--- src/sv/mag_validity_gate_beta_ramp_macros.svh ---
// assertion helpers shared by the gate and its divider
`ifndef MAG_VALIDITY_GATE_BETA_RAMP_MACROS_SVH
`define MAG_VALIDITY_GATE_BETA_RAMP_MACROS_SVH

// same-cycle implication, sampled on clk, off during reset
`define MVG_ASSERT_NOW(lbl, ante, cons, msg) \
  lbl: assert property (@(posedge clk) disable iff (!rst_n) (ante) |-> (cons)) \
    else $error(msg);

// next-cycle implication, sampled on clk, off during reset
`define MVG_ASSERT_NEXT(lbl, ante, cons, msg) \
  lbl: assert property (@(posedge clk) disable iff (!rst_n) (ante) |=> (cons)) \
    else $error(msg);

`endif

--- src/sv/mvg_pkg.sv ---
package mvg_pkg;

  // register indexes on the configuration port
  localparam int unsigned CfgIdxW = 4;
  typedef enum logic [CfgIdxW-1:0] {
    REG_NORM_LOW_SQ    = 4'd0,
    REG_NORM_HIGH_SQ   = 4'd1,
    REG_DEBOUNCE_COUNT = 4'd2,
    REG_MAG_TIMEOUT_US = 4'd3,
    REG_TRANSITION_US  = 4'd4,
    REG_BETA_FULL      = 4'd5,
    REG_BETA_FALLBACK  = 4'd6,
    REG_DT_MAX_US      = 4'd7
  } cfg_reg_t;

  // field widths
  localparam int unsigned StampW   = 32;
  localparam int unsigned DtW      = 20;
  localparam int unsigned GainW    = 16;
  localparam int unsigned StreakW  = 16;
  localparam int unsigned TransW   = 24;
  localparam int unsigned ElapsedW = 25;
  localparam int unsigned NormW    = 32;
  localparam int unsigned AxisW    = 16;

  // ramp division: gain * elapsed over transition
  localparam int unsigned DivNumW  = GainW + TransW + 1;
  localparam int unsigned DivRemW  = TransW + 1;

  // shared multiplier operand widths (signed)
  localparam int unsigned MulAW    = GainW + 1;
  localparam int unsigned MulBW    = ElapsedW + 1;
  localparam int unsigned MulPW    = MulAW + MulBW;

  localparam logic [DtW-1:0]     DtFallbackUs = 20'd2000;
  localparam logic [StreakW-1:0] StreakMax    = 16'hFFFF;

  // reset values of the registers
  localparam logic [NormW-1:0]   RstNormLowSq   = 32'd6871948;
  localparam logic [NormW-1:0]   RstNormHighSq  = 32'd25796624;
  localparam logic [StreakW-1:0] RstDebounce    = 16'd20;
  localparam logic [StampW-1:0]  RstMagTimeout  = 32'd500000;
  localparam logic [TransW-1:0]  RstTransition  = 24'd1500000;
  localparam logic [GainW-1:0]   RstBetaFull    = 16'd2687;
  localparam logic [GainW-1:0]   RstBetaFall    = 16'd9830;
  localparam logic [DtW-1:0]     RstDtMax       = 20'd50000;

  // divider status back to the sequencer
  typedef struct packed {
    logic busy;
    logic done;
  } div_stat_t;

endpackage

--- src/sv/mvg_ramp_div.sv ---
`include "mag_validity_gate_beta_ramp_macros.svh"

// restoring divider, one quotient bit per cycle
module mvg_ramp_div
  import mvg_pkg::*;
(
  input  logic               clk,
  input  logic               rst_n,
  input  logic               start,
  input  logic [DivNumW-1:0] dividend,
  input  logic [TransW-1:0]  divisor,
  output logic [GainW-1:0]   quotient,
  output div_stat_t          stat
);

  localparam int unsigned CntW = $clog2(GainW);

  logic [DivRemW-1:0] rem_r, rem_nxt;
  logic [GainW-1:0]   low_r, low_nxt;
  logic [GainW-1:0]   quo_r, quo_nxt;
  logic [CntW-1:0]    cnt_r, cnt_nxt;
  logic               busy_r, busy_nxt;
  logic               done_r, done_nxt;
  logic [DivRemW-1:0] trial;
  logic               fits;

  // one trial subtract per cycle
  assign trial = {rem_r[DivRemW-2:0], low_r[GainW-1]};
  assign fits  = trial >= {1'b0, divisor};

  always_comb begin
    rem_nxt  = rem_r;
    low_nxt  = low_r;
    quo_nxt  = quo_r;
    cnt_nxt  = cnt_r;
    busy_nxt = busy_r;
    done_nxt = 1'b0;
    if (start) begin
      // upper bits already below the divisor since elapsed < transition
      rem_nxt  = dividend[DivNumW-1:GainW];
      low_nxt  = dividend[GainW-1:0];
      quo_nxt  = '0;
      cnt_nxt  = '0;
      busy_nxt = 1'b1;
    end else if (busy_r) begin
      rem_nxt = fits ? (trial - {1'b0, divisor}) : trial;
      low_nxt = {low_r[GainW-2:0], 1'b0};
      quo_nxt = {quo_r[GainW-2:0], fits};
      cnt_nxt = cnt_r + 1'b1;
      if (cnt_r == CntW'(GainW - 1)) begin
        busy_nxt = 1'b0;
        done_nxt = 1'b1;
      end
    end
  end

  always_ff @(posedge clk) begin
    rem_r <= rem_nxt;
    low_r <= low_nxt;
    quo_r <= quo_nxt;
    if (!rst_n) begin
      cnt_r  <= '0;
      busy_r <= 1'b0;
      done_r <= 1'b0;
    end else begin
      cnt_r  <= cnt_nxt;
      busy_r <= busy_nxt;
      done_r <= done_nxt;
    end
  end

  assign quotient  = quo_r;
  assign stat.busy = busy_r;
  assign stat.done = done_r;

  // partial remainder always stays below the divisor
  `MVG_ASSERT_NOW(a_rem_below, busy_r, (rem_r < {1'b0, divisor}), "divider remainder overflow")
  // done only follows a busy cycle
  `MVG_ASSERT_NOW(a_done_after_busy, done_r, $past(busy_r), "divider done without work")
  // a start always sets the divider busy
  `MVG_ASSERT_NEXT(a_start_busy, start, busy_r, "divider did not start")

endmodule

--- src/sv/mag_validity_gate_beta_ramp.sv ---
// magnetometer validity gate with 9-DOF gain ramp
//
// in_*  : one inertial sample per word, valid/ready; in_ready is high only
//         while the sequencer is idle
// out_* : one result word per sample, valid/ready, held in an output register
// cfg_* : register writes, always ready; write only while no sample is in flight
//
// latency from input accept to output valid:
//   5 cycles with no reading and no ramp division,
//   8 cycles with a reading (three squares on the shared multiplier),
//   +18 cycles while the gain ramps (product, 16-step restoring divider, done)
//   so at most 26 cycles, one sample at a time; the next sample is taken the
//   cycle after the result is loaded, even if that result is still waiting
// a stalled receiver holds the finished result in the last sequencer state
// until the output register frees up
// reset (rst_n low, synchronous) restores the register defaults, clears both
// stamps, the streak and the ramp, and marks the field untrusted
`include "mag_validity_gate_beta_ramp_macros.svh"

module mag_validity_gate_beta_ramp
  import mvg_pkg::*;
(
  input  logic                clk,
  input  logic                rst_n,
  // sample channel
  input  logic                in_valid,
  output logic                in_ready,
  input  logic [StampW-1:0]   in_imu_time_us,
  input  logic [StampW-1:0]   in_now_us,
  input  logic                in_mag_present,
  input  logic [StampW-1:0]   in_mag_time_us,
  input  logic signed [AxisW-1:0] in_mag_x,
  input  logic signed [AxisW-1:0] in_mag_y,
  input  logic signed [AxisW-1:0] in_mag_z,
  // result channel
  output logic                out_valid,
  input  logic                out_ready,
  output logic [DtW-1:0]      out_dt_us,
  output logic                out_use_mag,
  output logic [GainW-1:0]    out_beta_out,
  output logic [StreakW-1:0]  out_good_streak,
  // configuration channel
  input  logic                cfg_valid,
  output logic                cfg_ready,
  input  logic [CfgIdxW-1:0]  cfg_index,
  input  logic [31:0]         cfg_data
);

  typedef enum logic [10:0] {
    S_IDLE = 11'b00000000001,
    S_DT   = 11'b00000000010,
    S_SQX  = 11'b00000000100,
    S_SQY  = 11'b00000001000,
    S_SQZ  = 11'b00000010000,
    S_EVAL = 11'b00000100000,
    S_RAMP = 11'b00001000000,
    S_GAIN = 11'b00010000000,
    S_MUL  = 11'b00100000000,
    S_DIV  = 11'b01000000000,
    S_FIN  = 11'b10000000000
  } state_t;

  // configuration registers
  logic [NormW-1:0]   norm_low_r, norm_high_r;
  logic [StreakW-1:0] debounce_r;
  logic [StampW-1:0]  timeout_r;
  logic [TransW-1:0]  transition_r;
  logic [GainW-1:0]   beta_full_r, beta_fall_r;
  logic [DtW-1:0]     dt_max_r;

  // block state
  logic [StampW-1:0]   last_imu_r, last_mag_r;
  logic [StreakW-1:0]  streak_r, streak_nxt;
  logic                bad_r, bad_nxt;
  logic                prev_bad_r;
  logic [ElapsedW-1:0] elapsed_r, elapsed_nxt;

  // per-sample working registers
  state_t                   state_r, state_nxt;
  logic [StampW-1:0]        diff_r, gap_r;
  logic                     present_r;
  logic signed [AxisW-1:0]  x_r, y_r, z_r;
  logic [DtW-1:0]           dt_r;
  logic [NormW-1:0]         acc_r;
  logic [GainW-1:0]         beta_r;

  // output register
  logic                out_valid_r;
  logic [DtW-1:0]      out_dt_r;
  logic                out_use_r;
  logic [GainW-1:0]    out_beta_r;
  logic [StreakW-1:0]  out_streak_r;

  logic                in_acc, load_out;
  logic                div_start;
  div_stat_t           div_stat;
  logic [GainW-1:0]    div_quo;

  // shared multiplier
  logic signed [MulAW-1:0] mul_a;
  logic signed [MulBW-1:0] mul_b;
  logic signed [MulPW-1:0] mul_p;
  logic signed [AxisW-1:0] sq_sel;

  // evaluation helpers
  logic                in_win;
  logic [StreakW-1:0]  streak_hit;
  logic [ElapsedW-1:0] elapsed_base;

  assign cfg_ready = 1'b1;
  assign in_ready  = (state_r == S_IDLE);
  assign in_acc    = in_valid && in_ready;
  assign load_out  = (state_r == S_FIN) && (!out_valid_r || out_ready);

  // configuration writes
  always_ff @(posedge clk) begin
    if (!rst_n) begin
      norm_low_r   <= RstNormLowSq;
      norm_high_r  <= RstNormHighSq;
      debounce_r   <= RstDebounce;
      timeout_r    <= RstMagTimeout;
      transition_r <= RstTransition;
      beta_full_r  <= RstBetaFull;
      beta_fall_r  <= RstBetaFall;
      dt_max_r     <= RstDtMax;
    end else if (cfg_valid && cfg_ready) begin
      case (cfg_index)
        REG_NORM_LOW_SQ:    norm_low_r   <= cfg_data;
        REG_NORM_HIGH_SQ:   norm_high_r  <= cfg_data;
        REG_DEBOUNCE_COUNT: debounce_r   <= cfg_data[StreakW-1:0];
        REG_MAG_TIMEOUT_US: timeout_r    <= cfg_data;
        REG_TRANSITION_US:  transition_r <= cfg_data[TransW-1:0];
        REG_BETA_FULL:      beta_full_r  <= cfg_data[GainW-1:0];
        REG_BETA_FALLBACK:  beta_fall_r  <= cfg_data[GainW-1:0];
        REG_DT_MAX_US:      dt_max_r     <= cfg_data[DtW-1:0];
        default: ;
      endcase
    end
  end

  // multiplier operand select: squares of the axes, or gain times elapsed
  always_comb begin
    case (state_r)
      S_SQY:   sq_sel = y_r;
      S_SQZ:   sq_sel = z_r;
      default: sq_sel = x_r;
    endcase
    if (state_r == S_MUL) begin
      mul_a = $signed({1'b0, beta_full_r});
      mul_b = $signed({1'b0, elapsed_r});
    end else begin
      mul_a = MulAW'(sq_sel);
      mul_b = MulBW'(sq_sel);
    end
  end
  assign mul_p = mul_a * mul_b;

  // window test and saturating streak
  assign in_win     = (acc_r >= norm_low_r) && (acc_r <= norm_high_r);
  assign streak_hit = (streak_r == StreakMax) ? streak_r : streak_r + 1'b1;
  assign elapsed_base = prev_bad_r ? '0 : elapsed_r;

  assign div_start = (state_r == S_MUL);

  // sequencer
  always_comb begin
    state_nxt   = state_r;
    streak_nxt  = streak_r;
    bad_nxt     = bad_r;
    elapsed_nxt = elapsed_r;
    case (state_r)
      S_IDLE: if (in_acc) state_nxt = S_DT;
      S_DT:   state_nxt = present_r ? S_SQX : S_EVAL;
      S_SQX:  state_nxt = S_SQY;
      S_SQY:  state_nxt = S_SQZ;
      S_SQZ:  state_nxt = S_EVAL;
      S_EVAL: begin
        if (present_r) begin
          streak_nxt = in_win ? streak_hit : '0;
          bad_nxt    = (in_win ? streak_hit : '0) < debounce_r;
        end else if (gap_r > timeout_r) begin
          streak_nxt = '0;
          bad_nxt    = 1'b1;
        end
        state_nxt = S_RAMP;
      end
      S_RAMP: begin
        // restart on a fresh trust, then advance while short of the end
        if (!bad_r) begin
          if (elapsed_base < {1'b0, transition_r}) begin
            elapsed_nxt = elapsed_base + ElapsedW'(dt_r);
          end else begin
            elapsed_nxt = elapsed_base;
          end
        end
        state_nxt = S_GAIN;
      end
      S_GAIN: begin
        if (bad_r || transition_r == '0 || elapsed_r >= {1'b0, transition_r}) begin
          state_nxt = S_FIN;
        end else begin
          state_nxt = S_MUL;
        end
      end
      S_MUL:  state_nxt = S_DIV;
      S_DIV:  if (div_stat.done) state_nxt = S_FIN;
      S_FIN:  if (load_out) state_nxt = S_IDLE;
      default: state_nxt = S_IDLE;
    endcase
  end

  // state and stamps
  always_ff @(posedge clk) begin
    if (!rst_n) begin
      state_r    <= S_IDLE;
      last_imu_r <= '0;
      last_mag_r <= '0;
      streak_r   <= '0;
      bad_r      <= 1'b1;
      prev_bad_r <= 1'b1;
      elapsed_r  <= '0;
    end else begin
      state_r   <= state_nxt;
      streak_r  <= streak_nxt;
      bad_r     <= bad_nxt;
      elapsed_r <= elapsed_nxt;
      if (state_r == S_EVAL) prev_bad_r <= bad_r;
      if (in_acc) begin
        last_imu_r <= in_imu_time_us;
        if (in_mag_present) last_mag_r <= in_mag_time_us;
      end
    end
  end

  // working registers
  always_ff @(posedge clk) begin
    if (in_acc) begin
      diff_r    <= in_imu_time_us - last_imu_r;
      gap_r     <= in_now_us - last_mag_r;
      present_r <= in_mag_present;
      x_r       <= in_mag_x;
      y_r       <= in_mag_y;
      z_r       <= in_mag_z;
    end
    // interval clean-up
    if (state_r == S_DT) begin
      if (diff_r == '0 || diff_r > StampW'(dt_max_r)) begin
        dt_r <= DtFallbackUs;
      end else begin
        dt_r <= diff_r[DtW-1:0];
      end
    end
    // squared norm accumulation
    case (state_r)
      S_SQX:   acc_r <= mul_p[NormW-1:0];
      S_SQY,
      S_SQZ:   acc_r <= acc_r + mul_p[NormW-1:0];
      default: ;
    endcase
    // gain pick
    if (state_r == S_GAIN) beta_r <= bad_r ? beta_fall_r : beta_full_r;
    if (state_r == S_DIV && div_stat.done) beta_r <= div_quo;
  end

  mvg_ramp_div u_div (
    .clk      (clk),
    .rst_n    (rst_n),
    .start    (div_start),
    .dividend (mul_p[DivNumW-1:0]),
    .divisor  (transition_r),
    .quotient (div_quo),
    .stat     (div_stat)
  );

  // output register
  always_ff @(posedge clk) begin
    if (!rst_n) begin
      out_valid_r <= 1'b0;
    end else if (load_out) begin
      out_valid_r <= 1'b1;
    end else if (out_ready) begin
      out_valid_r <= 1'b0;
    end
    if (load_out) begin
      out_dt_r     <= dt_r;
      out_use_r    <= !bad_r;
      out_beta_r   <= beta_r;
      out_streak_r <= streak_r;
    end
  end

  assign out_valid       = out_valid_r;
  assign out_dt_us       = out_dt_r;
  assign out_use_mag     = out_use_r;
  assign out_beta_out    = out_beta_r;
  assign out_good_streak = out_streak_r;

  // an accepted word moves the sequencer out of idle
  `MVG_ASSERT_NEXT(a_busy_after_accept, in_acc, !in_ready, "accepted word left sequencer idle")
  // a finished division always leads straight to the result state
  `MVG_ASSERT_NEXT(a_div_to_fin, state_r == S_DIV && div_stat.done, state_r == S_FIN, "division result dropped")
  // a 9-DOF gain never exceeds the full gain
  `MVG_ASSERT_NOW(a_gain_bound, out_valid && out_use_mag, out_beta_out <= beta_full_r, "ramp gain above full gain")
  // the fallback path always reports the 6-DOF gain
  `MVG_ASSERT_NOW(a_fallback_gain, out_valid && !out_use_mag, out_beta_out == beta_fall_r, "fallback gain mismatch")

endmodule
--- config.mk ---
export PLATFORM = sky130hd
export DESIGN_NAME = mag_validity_gate_beta_ramp
export DESIGN_NICKNAME = d
export VERILOG_FILES = /design/src/sv/mvg_pkg.sv /design/src/sv/mvg_ramp_div.sv /design/src/sv/mag_validity_gate_beta_ramp.sv
export VERILOG_INCLUDE_DIRS = /design/src /design/src/sv
export SDC_FILE = /design/constraint.sdc
export NUM_CORES = 2
export LEC_CHECK = 0
export CAP_MARGIN = 5
export CORE_UTILIZATION = 40
export DETAILED_ROUTE_END_ITERATION = 7
export DONT_BUFFER_PORTS = 1
export GPL_TIMING_DRIVEN = 0
export PLACE_DENSITY = 0.54
export SLEW_MARGIN = 20
export SYNTH_ARGS = -nofsm -noshare
export SYNTH_HDL_FRONTEND = slang
export SYNTH_SLANG_ARGS = --single-unit
--- constraint.sdc ---
create_clock -name clk -period 16.2 [get_ports clk]
set_input_delay 3.24 -clock clk [delete_from_list [all_inputs] [get_ports clk]]
set_output_delay 3.24 -clock clk [all_outputs]
set_load 0.1 [all_outputs]
Word-level counts from Yosys, hierarchy flattened
Index checks and enable logic that the tools add are counted.
{ "classes": {"n_mux": 32, "add_sub_neg": 7, "n_bitwise": 3, "n_mul": 1, "n_reduce_logical": 33, "n_lt_le_gt_ge": 8, "n_eq_ne": 23} }
{ "op_table": {"columns": ["cell", "count"], "rows": [
  ["16-bit 2-to-1 mux", 9],
  ["11-bit case mux with 11 select lines", 1],
  ["24-bit 2-to-1 mux", 3],
  ["32-bit case mux with 2 select lines", 1],
  ["32-bit subtractor", 2],
  ["25-bit by 24-bit greater-or-equal comparator with 1-bit output", 2],
  ["25-bit 2-to-1 mux", 2],
  ["11-bit 2-to-1 mux", 4],
  ["17-bit by 26-bit multiplier with 40-bit output", 1],
  ["32-bit adder", 1],
  ["32-bit greater-or-equal comparator", 1],
  ["32-bit by 20-bit > comparator with 1-bit output", 1],
  ["32-bit > comparator", 1],
  ["32-bit <= comparator", 1],
  ["32-bit zero test", 1],
  ["16-bit case mux with 2 select lines", 1],
  ["26-bit 2-to-1 mux", 1],
  ["25-bit by 20-bit adder with 25-bit output", 1],
  ["25-bit by 24-bit less-than comparator with 1-bit output", 1],
  ["24-bit zero test", 1],
  ["24-bit subtractor", 1],
  ["2-bit AND reduction", 11],
  ["17-bit 2-to-1 mux", 1],
  ["16-bit by 1-bit adder with 16-bit output (second input constant)", 1],
  ["other kinds (31)", 57]
]} }
{ "word_totals": {"inputBits": 186, "word_cells": 142, "register_bits": 603, "output_inout_bits": 56} }

Depth between registers and ports, before layout
{ "logic_depth": {"ltp_word": 6, "depth_mapped": 45, "ltp_nobuf": 42} }

Hierarchy
From an unflattened synthesis, not the netlist that was laid out.
{ "hier_totals": {"hier_cells": 5473, "hier_area_um2": 49063.3} }
{ "modules_own_cells": {"columns": ["module", "seq_area_each_um2", "area_each_um2", "n_inst", "cells_each"], "rows": [
  ["mag_validity_gate_beta_ramp", 13172.6, 44831.7, 1, 5042],
  ["mvg_ramp_div", 1641.6, 4231.6, 1, 431]
]} }

Worst setup path before layout
No wires, ideal clock.
{ "synth_timing": {"path_kind": "register to register", "startpoint": "register state_r[10]", "endpoint": "register acc_r[31], data pin", "period_less_slack_ps": 9182, "n_path_buf": 2, "required_time_ps": 15938, "path_slack_ps": 7018, "arrival_time_ps": 8920, "stages_incl_launch_ff": 40, "setup_ps": 262, "path_cell_list": "dfxtp_1 or4_1 nor4_2 nand4b_1 buf_2 buf_1 o21ai_1 nor2_1 fa_1 inv_1 fa_1 inv_1 fa_1 inv_1 fa_1 inv_1 fa_1 inv_1 (+4 left out) o2bb2ai_1 a31oi_1 a41o_1 or2_1 a21o_1 a21oi_1 xnor2_1 ha_1 a21oi_1 o21ai_0 a31oi_1 o21ai_1 a21oi_1 a21oi_1 a41oi_1 mux2i_1 o21ai_1 xnor2_1"} }
{ "synth_via": {"elab_chain_cells": 6, "elab_cells_between_ends": 11, "cone_classes": "add/sub (1); mul (1); eq/ne (4); mux (4); reduce/logical (1)"} }
{ "synth_lines": {"columns": ["element", "line_no", "text"], "rows": [
  ["start, declared", "mag_validity_gate_beta_ramp.sv:79", "state_t state_r, state_nxt;"],
  ["start signal, assigned", "mag_validity_gate_beta_ramp.sv:223", "state_r <= state_nxt;"],
  ["11-bit by 5-bit == test with 1-bit output / 11-bit by 4-bit == test with 1-bit output (equally long branches)", "mag_validity_gate_beta_ramp.sv:143, mag_validity_gate_beta_ramp.sv:254", null],
  ["16-bit case mux with 2 select lines", "mag_validity_gate_beta_ramp.sv:143", "case (state_r)"],
  ["17-bit 2-to-1 mux / 26-bit 2-to-1 mux (equally long branches)", "mag_validity_gate_beta_ramp.sv:148", "if (state_r == S_MUL) begin"],
  ["17-bit by 26-bit multiplier with 40-bit output", "mag_validity_gate_beta_ramp.sv:156", "assign mul_p = mul_a * mul_b;"],
  ["32-bit adder", "mag_validity_gate_beta_ramp.sv:257", "S_SQZ: acc_r <= acc_r + mul_p[NormW-1:0];"],
  ["32-bit case mux with 2 select lines *", "mag_validity_gate_beta_ramp.sv:254", "case (state_r)"],
  ["end signal, assigned", "mag_validity_gate_beta_ramp.sv:255", "S_SQX: acc_r <= mul_p[NormW-1:0];"],
  ["end signal, assigned", "mag_validity_gate_beta_ramp.sv:257", null],
  ["end, declared", "mag_validity_gate_beta_ramp.sv:84", "logic [NormW-1:0] acc_r;"]
]} }
Every way passes the cells marked *; elsewhere a longest branch is shown, timed or not.
A chain may end at the register's enable or synchronous reset.

Final worst setup path
{ "layout_timing": {"startpoint": "register state_r[5]", "endpoint": "register acc_r[31], data pin"} }
The elaborated chain is that of the path after synthesis.

==> flow_summary_export.csv <==
group,metric,value,unit
critical_path,crit_buf_inv,6,
layout,drive_above_1_share,0.0438,
clock_network,hold_buffers,0,
detailed_routing,antenna_left,0,
critical_path,path_max_fanout,10,
critical_path,endpoint_kind,"flop",
global_routing,antenna_found_initial,6,
placement,io_buffers,0,
critical_path,critPathSlowestCell,"nor4_2",
floorplanning,rows,127,
floorplanning,dieWidth,350,um
sta,slew_viol_final,0,
floorplanning,core,0.120,mm2
synth,yosys-top-cells-count,"nand2_1, inv_1, nor2_1",
floorplanning,die-area,0.123,mm2
critical_path,critical_path.startpoint,"state_r[5]$_SDFFE_PN0P_",
clock_network,cts_made_buffers,68,
sta,finalHoldViolCount,0,
job,drv_cap,0,
detailed_routing,vias,38885,
placement,dp.cells,7086,
clock_network,cts_tree,"built",
detailed_routing,via_per_inst,5.39,
synth,ys_types,93,
synth,synth_top_area_frac,0.171,
critical_path,critPathMaxStageDelay,0.83,ns
floorplanning,start_util,0.404,
sta,fmax,0.0824,GHz
sta,rsz0062_at_grt,"false",
critical_path,start_kind,"flop",
status,status,"completed",
clock_network,cts_sinks,603,
global_routing,gr-total-overflow,0,
clock_network,insertion_delay,0.66,ns
global_routing,grtUsageMet1,0.369,
synth,async_reset_ff_frac,0,
synth,syn_area_per_cell,8.89,um2
sta,fin_skew,0.0361,ns
critical_path,cp-endpoint,"acc_r[31]$_DFFE_PP_",
global_routing,grtUsageTotal,0.265,
sta,worstMarginPinSlew,1.29,ns
layout,fin_cells,7214,
synth,ys.flop_type,"dfxtp_1",
clock_network,ctsResizeCount,0,
synth,yosysTopAreaCell,"fa_1",
critical_path,worst_r2r_path_depth,40,
detailed_routing,first_iter_violations,3425,
clock_network,clock-root-buffer,"clkbuf_16",
critical_path,crit_arrival,12.51,ns
global_routing,grt_use_met3,0.0497,
placement,place_congestion,0.984,
clock_network,path_clk_slew,0.06,ns
placement,dpl.hpwl,131000,um
sta,setup_viol,0,
critical_path,worst-path-stages,40,
detailed_routing,wl,161000,um
detailed_routing,post_drt_wl_per_cell,22.3,um
critical_path,rr_endpoint,"acc_r[31]$_DFFE_PP_",
layout,final_cell_area,0.0530,mm2
critical_path,crit_path_frequent_cell,"fa_1",
synth,ys_ff_latch,603,
global_routing,grt_pass1_wl,243000,um
critical_path,regToRegStartpoint,"state_r[5]$_SDFFE_PN0P_",
synth,yosysMostFrequentCell,"nand2_1",
synth,synth_warnings,0,
hold_path,worstHoldPathType,"flop to flop",
critical_path,rrSetupSlack,4.07,ns
clock_network,htreeDepth,3,
critical_path,criticalPathCategory,"flop to flop",
sta,fin_crit,12.13,ns
detailed_routing,first_pass_iters,6,
global_routing,grt_max_degree,30,
global_routing,first_global_vias,38206,
global_routing,grt-busiest-layer,"met2",
sta,final.period_utilization,0.749,
sta,tns,0,ns
synth,synth-edff-count,274,
placement,place_area,0.0508,mm2
global_routing,met2_usage,0.407,
clock_network,cts_buffer_depth,3,
synth,yosysSeqAreaShare,0.306,
layout,area.growth.synth_to_final,9.40,%
detailed_routing,drc,0,
layout,finalNetCount,6563,
critical_path,cp.required,16.58,ns
clock_network,postCtsSetupBuffers,0,
synth,synth_area_leaders,"fa_1, edfxtp_1, dfxtp_1",
critical_path,cpLargestDelayFamily,"adder cells",
floorplanning,die_h,350,um
synth,syn_area,0.0485,mm2
sta,slew_headroom,0.139,
synth,syn_inst,5454,
floorplanning,top_level_ports,242,
[cell type report]
cell class	instances	area (um2)
Clock buffer	96	1980
Sequential cell	603	14800
Antenna cell	3	7.51
Buffer	201	877
Fill cell	11938	66900
Timing Repair Buffer	13	224
Clock inverter	29	241
Tap cell	1612	2020
Multi-Input combinational cell	3927	30100
Inverter	730	2740
[state kept, by name (all words and copies together) (netlist names), 24 cells and up]
name          cells
u_div.rem_r      24
elapsed_r        25
norm_low_r       32
timeout_r        32
transition_r     24
last_mag_r       32
diff_r           32
last_imu_r       32
norm_high_r      32
gap_r            32
acc_r            32
[how the worst min path moves through the flow]
stage,start,endpoint,slack [ns],cells past startpoint
6_report,beta_r[11]$_DFFE_PP_,out_beta_out[11]$_DFFE_PP_,0.42,0
3_3_place_gp,beta_r[6]$_DFFE_PP_,out_beta_out[6]$_DFFE_PP_,0.40,0
3_5_place_dp,beta_r[10]$_DFFE_PP_,out_beta_out[10]$_DFFE_PP_,0.41,0
4_1_cts,beta_r[11]$_DFFE_PP_,out_beta_out[11]$_DFFE_PP_,0.42,0
5_1_grt,beta_r[2]$_DFFE_PP_,out_beta_out[2]$_DFFE_PP_,0.42,0
2_1_floorplan,beta_r[0]$_DFFE_PP_,out_beta_out[0]$_DFFE_PP_,0.40,0
[kinds of logic (layout without fill, tap and decap cells)]
group,count (synthesis),after routing,synth area share
AOI/OAI and AO/OA,1040,1040,0.134
other,2,12,0.000155
DFF,603,603,0.306
and+or+nand+nor,1829,1829,0.167
muxes,45,45,0.00937
buffers and inverters,931,1069,0.0746
adders and majority gates,833,833,0.279
xor gates and xnor gates,171,171,0.0309
[placed cells by master, fill, tap and decap left out, types with 20 or more instances in the layout]
cell and instances:
inv_1 729, xnor2_1 105, a22oi_1 34, a211oi_1 28
nor2b_1 64, nand2_1 867, nor4_1 31, dfxtp_1 329
nand2b_1 42, ha_1 420, and2_1 31, o21ai_1 62
o211ai_1 63, a31oi_1 20, nor2_1 483, fa_1 413
xor2_1 63, o21ai_0 127, nand3_1 84, a21o_1 88
o21a_1 75, edfxtp_1 274, buf_4 21, buf_2 34
clkbuf_16 72, mux2i_1 42, and3_1 32, clkbuf_1 155
a21oi_1 412, nor3_1 50, nand4_1 45
[stage by stage]
stage	util	worst slack [ns]	hold WS, ns
CTS	0.442	4.10	0.421
finish	0.442	4.07	0.418
floorplan	-	7.02	0.400
global placement	0.421	4.15	0.402
detailed placement	0.423	4.15	0.407
global route	0.442	3.29	0.425
[routing by layer]
| metal | wire length, um | part of all wire | up-vias |
|---|---|---|---|
| li1 | - | - | 18335 |
| met2 | 70000 | 0.44 | 1349 |
| met1 | 72600 | 0.45 | 18917 |
| met5 | 39 | 0.00024 | - |
| met4 | 6350 | 0.039 | 6 |
| met3 | 11700 | 0.073 | 278 |
Power is not shown: default switching activity piles up to over one toggle a cycle in this logic, so the estimate is an artifact.
